--- src/design/assert_macros.svh ---
`ifndef ASSERT_MACROS_SVH
`define ASSERT_MACROS_SVH

// same-cycle implication, clocked on i_clk, off during reset
`define AST_IMP(lbl, ante, cons) \
    lbl: assert property (@(posedge i_clk) disable iff (!i_rst_n) (ante) |-> (cons)) \
        else $error("assertion failed");

// next-cycle implication
`define AST_NXT(lbl, ante, cons) \
    lbl: assert property (@(posedge i_clk) disable iff (!i_rst_n) (ante) |=> (cons)) \
        else $error("assertion failed");

`endif

--- src/design/alae_pkg.sv ---
`timescale 1ns / 1ps
package alae_pkg;
    localparam int GRID_SIDE = 8;
    localparam int NPIX      = GRID_SIDE * GRID_SIDE;
    localparam int NPIX_LOG  = $clog2(NPIX);
    localparam int SUM_W     = 16 + NPIX_LOG;
    localparam int CNT_W     = $clog2(NPIX + 1);
    localparam int W_W       = SUM_W + 17;
    localparam int DIV_W     = W_W + 16;
    localparam int ROOTS     = 10;

    localparam logic [15:0] WEIGHT_RED   = 16'd19661;
    localparam logic [15:0] WEIGHT_GREEN = 16'd38666;
    localparam logic [15:0] WEIGHT_BLUE  = 16'd7209;
    localparam logic [15:0] RST_TARGET   = 16'd1229;
    localparam logic [15:0] RST_SPEED    = 16'd32768;
    localparam logic [15:0] RST_MIN      = 16'd1024;
    localparam logic [15:0] RST_MAX      = 16'd16384;
    localparam logic [15:0] EXP_ONE      = 16'd4096;
    localparam logic [15:0] EXP_SAT      = 16'hFFFF;
    localparam logic [16:0] ONE_Q16      = 17'h10000;

    typedef enum logic [1:0] {
        CFG_TARGET,
        CFG_SPEED,
        CFG_MIN,
        CFG_MAX
    } t_cfg_idx;

    typedef enum logic [3:0] {
        OP_NONE,
        OP_WSUM,
        OP_DINIT,
        OP_DIV,
        OP_SINIT,
        OP_SQRT,
        OP_PINIT,
        OP_POW,
        OP_BL1,
        OP_BL2
    } t_op;

    typedef struct packed {
        t_op        op;
        logic       acc;
        logic [3:0] step;
        logic [3:0] root;
    } t_cmd;
endpackage

--- src/design/alae_if.sv ---
`timescale 1ns / 1ps
interface alae_pix_if;
    logic        valid;
    logic        ready;
    logic [15:0] red;
    logic [15:0] green;
    logic [15:0] blue;
    logic [15:0] elapsed_time;
    modport source (output valid, red, green, blue, elapsed_time, input ready);
    modport sink   (input valid, red, green, blue, elapsed_time, output ready);
endinterface

interface alae_res_if;
    logic        valid;
    logic        ready;
    logic [15:0] new_exposure;
    logic        luminance_zero;
    modport source (output valid, new_exposure, luminance_zero, input ready);
    modport sink   (input valid, new_exposure, luminance_zero, output ready);
endinterface

--- src/design/alae_ctrl.sv ---
`timescale 1ns / 1ps
`include "assert_macros.svh"
module alae_ctrl (
    input  logic          i_clk,
    input  logic          i_rst_n,
    input  logic          i_in_valid,
    output logic          o_in_ready,
    output logic          o_out_valid,
    input  logic          i_out_ready,
    output alae_pkg::t_cmd o_cmd
);
    import alae_pkg::*;

    typedef enum logic [3:0] {
        ST_ACC, ST_WSUM, ST_DINIT, ST_DIV, ST_SINIT, ST_SQRT,
        ST_PINIT, ST_POW, ST_BL1, ST_BL2
    } t_state;

    localparam logic [CNT_W-1:0] LAST_CNT = CNT_W'(NPIX - 1);
    localparam logic [3:0]       LAST_ROOT = 4'(ROOTS);

    t_state            r_state;
    logic [CNT_W-1:0]  r_cnt;
    logic [3:0]        r_step;
    logic [3:0]        r_k;
    logic              r_out_valid;
    logic              in_xfer;

    assign o_in_ready  = (r_state == ST_ACC) && !(r_out_valid && r_cnt == LAST_CNT);
    assign in_xfer     = i_in_valid && o_in_ready;
    assign o_out_valid = r_out_valid;

    always_comb begin
        o_cmd.acc  = in_xfer;
        o_cmd.step = r_step;
        o_cmd.root = r_k;
        case (r_state)
            ST_WSUM:  o_cmd.op = OP_WSUM;
            ST_DINIT: o_cmd.op = OP_DINIT;
            ST_DIV:   o_cmd.op = OP_DIV;
            ST_SINIT: o_cmd.op = OP_SINIT;
            ST_SQRT:  o_cmd.op = OP_SQRT;
            ST_PINIT: o_cmd.op = OP_PINIT;
            ST_POW:   o_cmd.op = OP_POW;
            ST_BL1:   o_cmd.op = OP_BL1;
            ST_BL2:   o_cmd.op = OP_BL2;
            default:  o_cmd.op = OP_NONE;
        endcase
    end

    always_ff @(posedge i_clk) begin
        if (!i_rst_n) begin
            r_state     <= ST_ACC;
            r_cnt       <= '0;
            r_step      <= '0;
            r_k         <= 4'd1;
            r_out_valid <= 1'b0;
        end else begin
            if (r_out_valid && i_out_ready) begin
                r_out_valid <= 1'b0;
            end
            case (r_state)
                ST_ACC: begin
                    if (in_xfer) begin
                        if (r_cnt == LAST_CNT) begin
                            r_cnt   <= '0;
                            r_step  <= '0;
                            r_state <= ST_WSUM;
                        end else begin
                            r_cnt <= r_cnt + 1'b1;
                        end
                    end
                end
                ST_WSUM: begin
                    if (r_step == 4'd2) begin
                        r_state <= ST_DINIT;
                    end
                    r_step <= r_step + 1'b1;
                end
                ST_DINIT: begin
                    r_step  <= 4'd15;
                    r_state <= ST_DIV;
                end
                ST_DIV: begin
                    if (r_step == 4'd0) begin
                        r_k     <= 4'd1;
                        r_state <= ST_SINIT;
                    end
                    r_step <= r_step - 1'b1;
                end
                ST_SINIT: begin
                    r_step  <= 4'd15;
                    r_state <= ST_SQRT;
                end
                ST_SQRT: begin
                    if (r_step == 4'd0) begin
                        if (r_k == LAST_ROOT) begin
                            r_state <= ST_PINIT;
                        end else begin
                            r_k     <= r_k + 1'b1;
                            r_state <= ST_SINIT;
                        end
                    end
                    r_step <= r_step - 1'b1;
                end
                ST_PINIT: begin
                    r_step  <= 4'd0;
                    r_state <= ST_POW;
                end
                ST_POW: begin
                    if (r_step == 4'd15) begin
                        r_state <= ST_BL1;
                    end
                    r_step <= r_step + 1'b1;
                end
                ST_BL1: begin
                    r_state <= ST_BL2;
                end
                ST_BL2: begin
                    r_out_valid <= 1'b1;
                    r_state     <= ST_ACC;
                end
                default: r_state <= ST_ACC;
            endcase
        end
    end

    `AST_NXT(a_result_raised, r_state == ST_BL2, r_out_valid)
    `AST_IMP(a_last_not_pending, in_xfer && r_cnt == LAST_CNT, !r_out_valid)
    `AST_IMP(a_root_range, 1'b1, r_k >= 4'd1 && r_k <= LAST_ROOT)
    `AST_NXT(a_roots_done, r_state == ST_SQRT && r_step == 4'd0 && r_k == LAST_ROOT,
        r_state == ST_PINIT)
endmodule

--- src/design/alae_dp.sv ---
`timescale 1ns / 1ps
module alae_dp (
    input  logic           i_clk,
    input  logic           i_rst_n,
    input  alae_pkg::t_cmd i_cmd,
    input  logic [15:0]    i_red,
    input  logic [15:0]    i_green,
    input  logic [15:0]    i_blue,
    input  logic [15:0]    i_elapsed,
    input  logic           i_cfg_we,
    input  logic [1:0]     i_cfg_idx,
    input  logic [15:0]    i_cfg_data,
    output logic [15:0]    o_exposure,
    output logic           o_zero
);
    import alae_pkg::*;

    logic [15:0]       r_target, r_speed, r_min, r_max;
    logic [SUM_W-1:0]  r_rsum, r_gsum, r_bsum;
    logic [15:0]       r_elapsed;
    logic [W_W-1:0]    r_w;
    logic [DIV_W-1:0]  r_rem, r_d;
    logic [15:0]       r_q;
    logic              r_sat, r_zero;
    logic [31:0]       r_v, r_res, r_bit;
    logic [15:0]       r_root [1:ROOTS];
    logic [16:0]       r_acc;
    logic [15:0]       r_p;
    logic [32:0]       r_prod;
    logic [15:0]       r_exp;
    logic [15:0]       r_out_exp;
    logic              r_out_zero;

    logic [SUM_W-1:0]  mul_sum;
    logic [15:0]       mul_wt;
    logic [W_W-1:0]    wprod;
    logic [DIV_W-1:0]  num;
    logic [31:0]       sq_try;
    logic              sq_ge;
    logic [31:0]       n_v, n_res;
    logic [3:0]        rd_idx;
    logic [15:0]       rd_val;
    logic [15:0]       pow_f;
    logic [32:0]       acc_prod;
    logic [31:0]       p_prod;
    logic [15:0]       tgt;
    logic [33:0]       bl_sum;
    logic [15:0]       e_raw, e_hi, e_clamp;

    always_comb begin
        case (i_cmd.step)
            4'd0:    begin mul_sum = r_rsum; mul_wt = WEIGHT_RED;   end
            4'd1:    begin mul_sum = r_gsum; mul_wt = WEIGHT_GREEN; end
            default: begin mul_sum = r_bsum; mul_wt = WEIGHT_BLUE;  end
        endcase
    end
    assign wprod = W_W'(mul_sum) * W_W'(mul_wt);
    assign num   = DIV_W'({r_target, 24'd0}) * DIV_W'(NPIX);

    assign sq_try = r_res + r_bit;
    assign sq_ge  = r_v >= sq_try;
    assign n_v    = sq_ge ? r_v - sq_try : r_v;
    assign n_res  = sq_ge ? (r_res >> 1) + r_bit : r_res >> 1;

    assign rd_idx   = (i_cmd.op == OP_POW) ? 4'(ROOTS) - i_cmd.step : i_cmd.root - 4'd1;
    assign rd_val   = (rd_idx == 4'd0) ? r_speed : r_root[rd_idx];
    assign pow_f    = (i_cmd.step < 4'(ROOTS)) ? rd_val : r_p;
    assign acc_prod = 33'(r_acc) * 33'(pow_f);
    assign p_prod   = 32'(r_p) * 32'(r_p);

    assign tgt     = r_sat ? EXP_SAT : r_q;
    assign bl_sum  = 34'(r_prod) + 34'(33'(tgt) * 33'(ONE_Q16 - r_acc));
    assign e_raw   = bl_sum[31:16];
    assign e_hi    = (e_raw > r_max) ? r_max : e_raw;
    assign e_clamp = (e_hi < r_min) ? r_min : e_hi;

    always_ff @(posedge i_clk) begin
        if (!i_rst_n) begin
            r_target <= RST_TARGET;
            r_speed  <= RST_SPEED;
            r_min    <= RST_MIN;
            r_max    <= RST_MAX;
            r_rsum   <= '0;
            r_gsum   <= '0;
            r_bsum   <= '0;
            r_exp    <= EXP_ONE;
        end else begin
            if (i_cfg_we) begin
                case (t_cfg_idx'(i_cfg_idx))
                    CFG_TARGET: r_target <= i_cfg_data;
                    CFG_SPEED:  r_speed  <= i_cfg_data;
                    CFG_MIN:    r_min    <= i_cfg_data;
                    CFG_MAX:    r_max    <= i_cfg_data;
                    default:    r_target <= r_target;
                endcase
            end
            if (i_cmd.acc) begin
                r_rsum <= r_rsum + SUM_W'(i_red);
                r_gsum <= r_gsum + SUM_W'(i_green);
                r_bsum <= r_bsum + SUM_W'(i_blue);
            end else if (i_cmd.op == OP_BL2) begin
                r_rsum <= '0;
                r_gsum <= '0;
                r_bsum <= '0;
                r_exp  <= e_clamp;
            end
        end
    end

    always_ff @(posedge i_clk) begin
        if (i_cmd.acc) begin
            r_elapsed <= i_elapsed;
        end
        case (i_cmd.op)
            OP_WSUM: begin
                r_w <= ((i_cmd.step == 4'd0) ? '0 : r_w) + wprod;
            end
            OP_DINIT: begin
                r_rem  <= num;
                r_d    <= DIV_W'(r_w) << 15;
                r_q    <= '0;
                r_zero <= (r_w == '0);
                r_sat  <= (r_w == '0) || (num >= (DIV_W'(r_w) << 16));
            end
            OP_DIV: begin
                if (r_rem >= r_d) begin
                    r_rem <= r_rem - r_d;
                    r_q   <= r_q | (16'd1 << i_cmd.step);
                end
                r_d <= r_d >> 1;
            end
            OP_SINIT: begin
                r_v   <= {rd_val, 16'd0};
                r_res <= '0;
                r_bit <= 32'h4000_0000;
            end
            OP_SQRT: begin
                r_v   <= n_v;
                r_res <= n_res;
                r_bit <= r_bit >> 2;
                if (i_cmd.step == 4'd0) begin
                    r_root[i_cmd.root] <= n_res[15:0];
                end
            end
            OP_PINIT: begin
                r_acc <= ONE_Q16;
                r_p   <= r_speed;
            end
            OP_POW: begin
                if (r_elapsed[i_cmd.step]) begin
                    r_acc <= acc_prod[32:16];
                end
                if (i_cmd.step >= 4'(ROOTS)) begin
                    r_p <= p_prod[31:16];
                end
            end
            OP_BL1: begin
                r_prod <= 33'(r_exp) * 33'(r_acc);
            end
            OP_BL2: begin
                r_out_exp  <= e_clamp;
                r_out_zero <= r_zero;
            end
            default: r_q <= r_q;
        endcase
    end

    assign o_exposure = r_out_exp;
    assign o_zero     = r_out_zero;
endmodule

--- src/design/average_luminance_auto_exposure.sv ---
`timescale 1ns / 1ps
// channel   dir  payload                                  transfer when
// i_pix     in   red, green, blue, elapsed_time           valid & ready
// o_res     out  new_exposure, luminance_zero             valid & ready
// i_cfg     in   i_cfg_idx, i_cfg_data                    i_cfg_we
// Pixels are taken one per cycle while accumulating; the frame's last pixel
// starts the frame math, during which no pixel is taken: luminance MAC,
// divide, ten 16-step square roots, the power loop, then the blend.
// The last pixel of the next frame waits while a result is still untaken.
// Synchronous active-low reset; state, config, sum and exposure regs reset.
module average_luminance_auto_exposure (
    input  logic            i_clk,
    input  logic            i_rst_n,
    alae_pix_if.sink        i_pix,
    alae_res_if.source      o_res,
    input  logic            i_cfg_we,
    input  logic [1:0]      i_cfg_idx,
    input  logic [15:0]     i_cfg_data
);
    import alae_pkg::*;

    t_cmd cmd;

    alae_ctrl u_ctrl (
        .i_clk       (i_clk),
        .i_rst_n     (i_rst_n),
        .i_in_valid  (i_pix.valid),
        .o_in_ready  (i_pix.ready),
        .o_out_valid (o_res.valid),
        .i_out_ready (o_res.ready),
        .o_cmd       (cmd)
    );

    alae_dp u_dp (
        .i_clk      (i_clk),
        .i_rst_n    (i_rst_n),
        .i_cmd      (cmd),
        .i_red      (i_pix.red),
        .i_green    (i_pix.green),
        .i_blue     (i_pix.blue),
        .i_elapsed  (i_pix.elapsed_time),
        .i_cfg_we   (i_cfg_we),
        .i_cfg_idx  (i_cfg_idx),
        .i_cfg_data (i_cfg_data),
        .o_exposure (o_res.new_exposure),
        .o_zero     (o_res.luminance_zero)
    );
endmodule

--- src/flat_wrapper.sv ---
// flat-port wrapper written by rule: the top's interface ports become plain ports
module average_luminance_auto_exposure_flat import alae_pkg::*;
  (i_clk, i_rst_n, i_cfg_we, i_cfg_idx, i_cfg_data, i_pix_valid, i_pix_red, i_pix_green, i_pix_blue, i_pix_elapsed_time, i_pix_ready, o_res_valid, o_res_new_exposure, o_res_luminance_zero, o_res_ready);
  alae_pix_if i_pix_i ();
  alae_res_if o_res_i ();
  input  logic i_clk;
  input  logic i_rst_n;
  input  logic i_cfg_we;
  input  logic [1:0] i_cfg_idx;
  input  logic [15:0] i_cfg_data;
  input wire logic [$bits(i_pix_i.valid)-1:0] i_pix_valid;
  input wire logic [$bits(i_pix_i.red)-1:0] i_pix_red;
  input wire logic [$bits(i_pix_i.green)-1:0] i_pix_green;
  input wire logic [$bits(i_pix_i.blue)-1:0] i_pix_blue;
  input wire logic [$bits(i_pix_i.elapsed_time)-1:0] i_pix_elapsed_time;
  output wire logic [$bits(i_pix_i.ready)-1:0] i_pix_ready;
  output wire logic [$bits(o_res_i.valid)-1:0] o_res_valid;
  output wire logic [$bits(o_res_i.new_exposure)-1:0] o_res_new_exposure;
  output wire logic [$bits(o_res_i.luminance_zero)-1:0] o_res_luminance_zero;
  input wire logic [$bits(o_res_i.ready)-1:0] o_res_ready;
  assign i_pix_i.valid = i_pix_valid;
  assign i_pix_i.red = i_pix_red;
  assign i_pix_i.green = i_pix_green;
  assign i_pix_i.blue = i_pix_blue;
  assign i_pix_i.elapsed_time = i_pix_elapsed_time;
  assign i_pix_ready = i_pix_i.ready;
  assign o_res_valid = o_res_i.valid;
  assign o_res_new_exposure = o_res_i.new_exposure;
  assign o_res_luminance_zero = o_res_i.luminance_zero;
  assign o_res_i.ready = o_res_ready;
  average_luminance_auto_exposure u_core (.i_clk(i_clk), .i_rst_n(i_rst_n), .i_pix(i_pix_i), .o_res(o_res_i), .i_cfg_we(i_cfg_we), .i_cfg_idx(i_cfg_idx), .i_cfg_data(i_cfg_data));
endmodule
--- config.mk ---
export PLATFORM = sky130hd
export DESIGN_NAME = average_luminance_auto_exposure_flat
export DESIGN_NICKNAME = d
export VERILOG_FILES = /design/src/design/alae_pkg.sv /design/src/design/alae_if.sv /design/src/design/alae_ctrl.sv /design/src/design/alae_dp.sv /design/src/design/average_luminance_auto_exposure.sv /design/src/flat_wrapper.sv
export VERILOG_INCLUDE_DIRS = /design/src /design/src/design
export SDC_FILE = /design/constraint.sdc
export NUM_CORES = 2
export LEC_CHECK = 0
export ABC_AREA = 0
export CAP_MARGIN = 20
export CORE_AREA = 5 5 435 437
export CTS_BUF_LIST = sky130_fd_sc_hd__clkbuf_2
export CTS_CLUSTER_SIZE = 40
export DETAILED_ROUTE_END_ITERATION = 10
export DIE_AREA = 0 0 440 442
export DONT_BUFFER_PORTS = 1
export RECOVER_POWER = 100
export SYNTH_ARGS = -nofsm -noshare
export SYNTH_HDL_FRONTEND = slang
export SYNTH_HIERARCHICAL = 1
export SYNTH_SLANG_ARGS = --single-unit
--- constraint.sdc ---
create_clock -name i_clk -period 11.6 [get_ports i_clk]
set_input_delay 3.48 -clock i_clk [delete_from_list [all_inputs] [get_ports i_clk]]
set_output_delay 3.48 -clock i_clk [all_outputs]
set_load 0.05 [all_outputs]
==> impl_metrics.env <==
export IMPL_status="complete, but fails checks"
export IMPL_violations="max-capacitance violations, max-slew violations"
export IMPL_io_pins=106
export IMPL_mostFrequentLayoutCell="inv_1"
export IMPL_tightest_slew_ns=4.29
export IMPL_gp_congestion=0.917
export IMPL_cp_start_kind="register"
export IMPL_period_share_pct=95.6
export IMPL_crit_path_top_delay_cell="or4_4"
export IMPL_viasPerCell=5.31
export IMPL_min_path_type="reg -> reg"
export IMPL_peakVddDrop_mv=0.127
export IMPL_clk_latency_ns=1.69
export IMPL_final_util_pct=47.5
export IMPL_initial_utilization_pct=44.7
export IMPL_syn_inst=8756
export IMPL_powerDensity_nw_per_um2=79.8
export IMPL_synth_async_reset_ratio_pct=0
export IMPL_crit_fanout=7
export IMPL_tns_ns=0
export IMPL_finClkSkew_ns=0.166
export IMPL_vias=60939
export IMPL_htree_num_levels=4
export IMPL_yosys_cell_types_count=101
export IMPL_drive_gt1_share_pct=6.71
export IMPL_row_count=158
export IMPL_relSlewSlack_pct=-186
export IMPL_die_y_um=442
export IMPL_whs_ns=0.470
export IMPL_r2r_end="u_core/u_dp/r_exp[1]"
export IMPL_io_buffers=0
export IMPL_die_area_um2=194000
export IMPL_track_usage_pct=23.5
export IMPL_min_period_ns=11.08
export IMPL_critPathTopFamily="adder cells"
export IMPL_finalSetupViolations=0
export IMPL_design_area_um2=87700
export IMPL_dp_cells=11112
export IMPL_drt_iter0_drc=3972
export IMPL_stdcell_count=11479
export IMPL_grt_pass1_wl_mm=361
export IMPL_grt_max_degree=161
export IMPL_synth_edff_count=504
export IMPL_fp_dieW_um=440
export IMPL_min_to="u_core/u_dp/r_min[7]"
export IMPL_path_class="reg -> reg"
export IMPL_dp_hpwl_mm=178
export IMPL_firstDrtPassIters=9
export IMPL_antenna_found_initial=8
export IMPL_layout_common_cells="inv_1 (1698), fa_1 (1158), nand2_1 (1044)"
export IMPL_wl_per_cell_um=19.7
export IMPL_dp_worst_setup_slack_ns=0.101
export IMPL_finalHoldViolCount=0
export IMPL_clock_sinks=674
export IMPL_clkSlewWorstSetupHoldPaths_ns=0.10
export IMPL_fin_nets=10813
export IMPL_area_growth_pct=6.34
export IMPL_required_ns=13.08
export IMPL_fillers=17853
export IMPL_yosysWarnings=6
export IMPL_worst_path_buf_inv=9
export IMPL_synth_nets=10744
export IMPL_cts_tree="done"
export IMPL_grt_pass1_vias=64136
export IMPL_cts_path_max_buffers=3
export IMPL_ys_ff_latch=674
export IMPL_crit_arrival_ns=12.56
export IMPL_synth_seq_area_share_pct=22.5
export IMPL_r2r_start="u_core/u_dp/r_acc[4]"
export IMPL_synth_ff_type="edfxtp_1"
export IMPL_maxCapViolations=18
export IMPL_p_leak_nw=40.9
export IMPL_rrSetupSlack_ns=0.52
export IMPL_drc=0
export IMPL_wl_mm=226
export IMPL_synth_area_per_cell_um2=9.42
export IMPL_power_mw=7.00
export IMPL_synthesis_area_um2=82500
export IMPL_clockRootBuffer="clkbuf_2"
export IMPL_rsz0062_at_grt="true"
export IMPL_hold_buffers=0
export IMPL_gr_total_overflow=0
export IMPL_core_area_um2=185000
export IMPL_maxSlewViolCount=672
export IMPL_reg2regPathDepth=45
export IMPL_place_area_um2=85900
export IMPL_min_from="u_core/u_dp/r_min[7]"
export IMPL_fmax_mhz=90.2
export IMPL_cts_buffers=186
export IMPL_worstSetupEndpointType="register"
export IMPL_hold_depth=2
export IMPL_ant_nets=0
export IMPL_slowest_delay_ns=0.58
export IMPL_setup_slack_ns=0.515
-- synthesized netlist by cell type (all sizes together), types with 29 or more instances --
| cell | count | share of area, % |
|---|---|---|
| clkbuf | 285 | 1.3 |
| o21ai | 244 | 1.5 |
| xor2 | 137 | 1.5 |
| nand2b | 47 | 0.36 |
| a21o | 131 | 1.2 |
| inv | 1699 | 7.7 |
| and3 | 73 | 0.55 |
| and2 | 313 | 2.4 |
| ha | 742 | 11 |
| mux2i | 78 | 0.98 |
| or3 | 37 | 0.28 |
| nand2 | 1047 | 4.8 |
| a21boi | 71 | 0.65 |
| edfxtp | 504 | 18 |
| a31oi | 56 | 0.42 |
| nor2 | 580 | 2.6 |
| or2 | 29 | 0.22 |
| buf | 40 | 0.27 |
| o21bai | 49 | 0.45 |
| nand4 | 44 | 0.33 |
| xnor2 | 190 | 2.0 |
| a211oi | 61 | 0.56 |
| nor2b | 77 | 0.58 |
| nand3 | 86 | 0.52 |
| o21a | 43 | 0.39 |
| nor3 | 122 | 0.74 |
| dfxtp | 170 | 4.1 |
| fa | 1159 | 28 |
| a21oi | 309 | 1.9 |
-- worst reg2reg max path: cells and delay by family (launching register included) --
family | cells | cell delay (ns)
AO/OA/AOI/OAI | 13 | 2.28
XOR/XNOR | 2 | 0.34
adder cells (fa/ha/maj) | 9 | 3.92
buffers and inverters | 9 | 1.20
flip-flops | 1 | 0.40
multiplexers | 1 | 0.37
AND/OR/NAND/NOR | 11 | 2.47
-- flip-flops by register name, summed over array words and instances (netlist names), 17 cells and up --
name / flops
u_core/u_dp/r_acc: 17
u_core/u_dp/r_bsum: 22
u_core/u_dp/r_d: 54
u_core/u_dp/r_gsum: 22
u_core/u_dp/r_prod: 32
u_core/u_dp/r_rem: 55
u_core/u_dp/r_res: 32
u_core/u_dp/r_root: 160
u_core/u_dp/r_rsum: 22
u_core/u_dp/r_v: 32
u_core/u_dp/r_w: 39
-- how the worst max path moves through the flow --
| stage | startpoint | endpoint | slack (ns) | cells after the start |
|---|---|---|---|---|
| after floorplan | u_core/u_dp/r_acc[4] | u_core/u_dp/r_exp[13] | 0.45 | 46 |
| after global placement | u_core/u_dp/r_acc[4] | u_core/u_dp/r_exp[10] | 0.23 | 43 |
| after detailed placement | u_core/u_dp/r_acc[4] | u_core/u_dp/r_exp[6] | 0.10 | 45 |
| after CTS | u_core/u_dp/r_acc[4] | u_core/u_dp/r_exp[5] | 0.05 | 46 |
| after global routing | u_core/u_dp/r_acc[4] | u_core/u_dp/r_exp[1] | -0.07 | 48 |
| final | u_core/u_dp/r_acc[4] | u_core/u_dp/r_exp[1] | 0.52 | 45 |
-- where the power goes --
| group | total (mW) | internal, mW | switching [mW] |
|---|---|---|---|
| clock network | 1.82 | 0.718 | 1.10 |
| logic | 2.48 | 1.06 | 1.42 |
| registers | 2.70 | 2.66 | 0.0349 |
-- repair_timing --
| action | in CTS | in global routing |
|---|---|---|
| gates resized for setup | 1 | 28 |
| endpoints found under the setup margin | 2 | 32 |
| hold endpoints to repair | 0 | 0 |
| pin swaps | 0 | 1 |
| buffers inserted | 0 | 2 |
-- layer usage --
| layer | up-vias | GRT usage, % | part of all wire (%) |
|---|---|---|---|
| met5 | - | 0 | 0 |
| met4 | 0 | 8.12 | 3.6 |
| met3 | 373 | 3.34 | 4.9 |
| met2 | 1544 | 40.3 | 49 |
| met1 | 30647 | 30.5 | 42 |
| li1 | 28375 | - | - |
-- cell type report --
| class | count | area, um2 | share of cell area (%) |
|---|---|---|---|
| clock buffer | 263 | 1320 | 1.50 |
| sequential | 674 | 18500 | 21.1 |
| tap | 2480 | 3100 | 3.54 |
| clock inverter | 71 | 437 | 0.498 |
| antenna | 28 | 70.1 | 0.0799 |
| multi-input combinational | 6058 | 56400 | 64.4 |
| timing repair buffer | 206 | 1410 | 1.61 |
| inverter | 1699 | 6380 | 7.27 |
-- logic make-up after synthesis --
group / count (synthesis) / share of synthesized area [%]
compound gates: 1191 / 9.52
buf+inv: 2024 / 9.30
flops: 674 / 22.5
simple gates: 2527 / 14.1
mux: 111 / 1.69
fa+ha+maj: 1901 / 39.4
xor+xnor: 328 / 3.51
(Power assumes the default switching activity.)
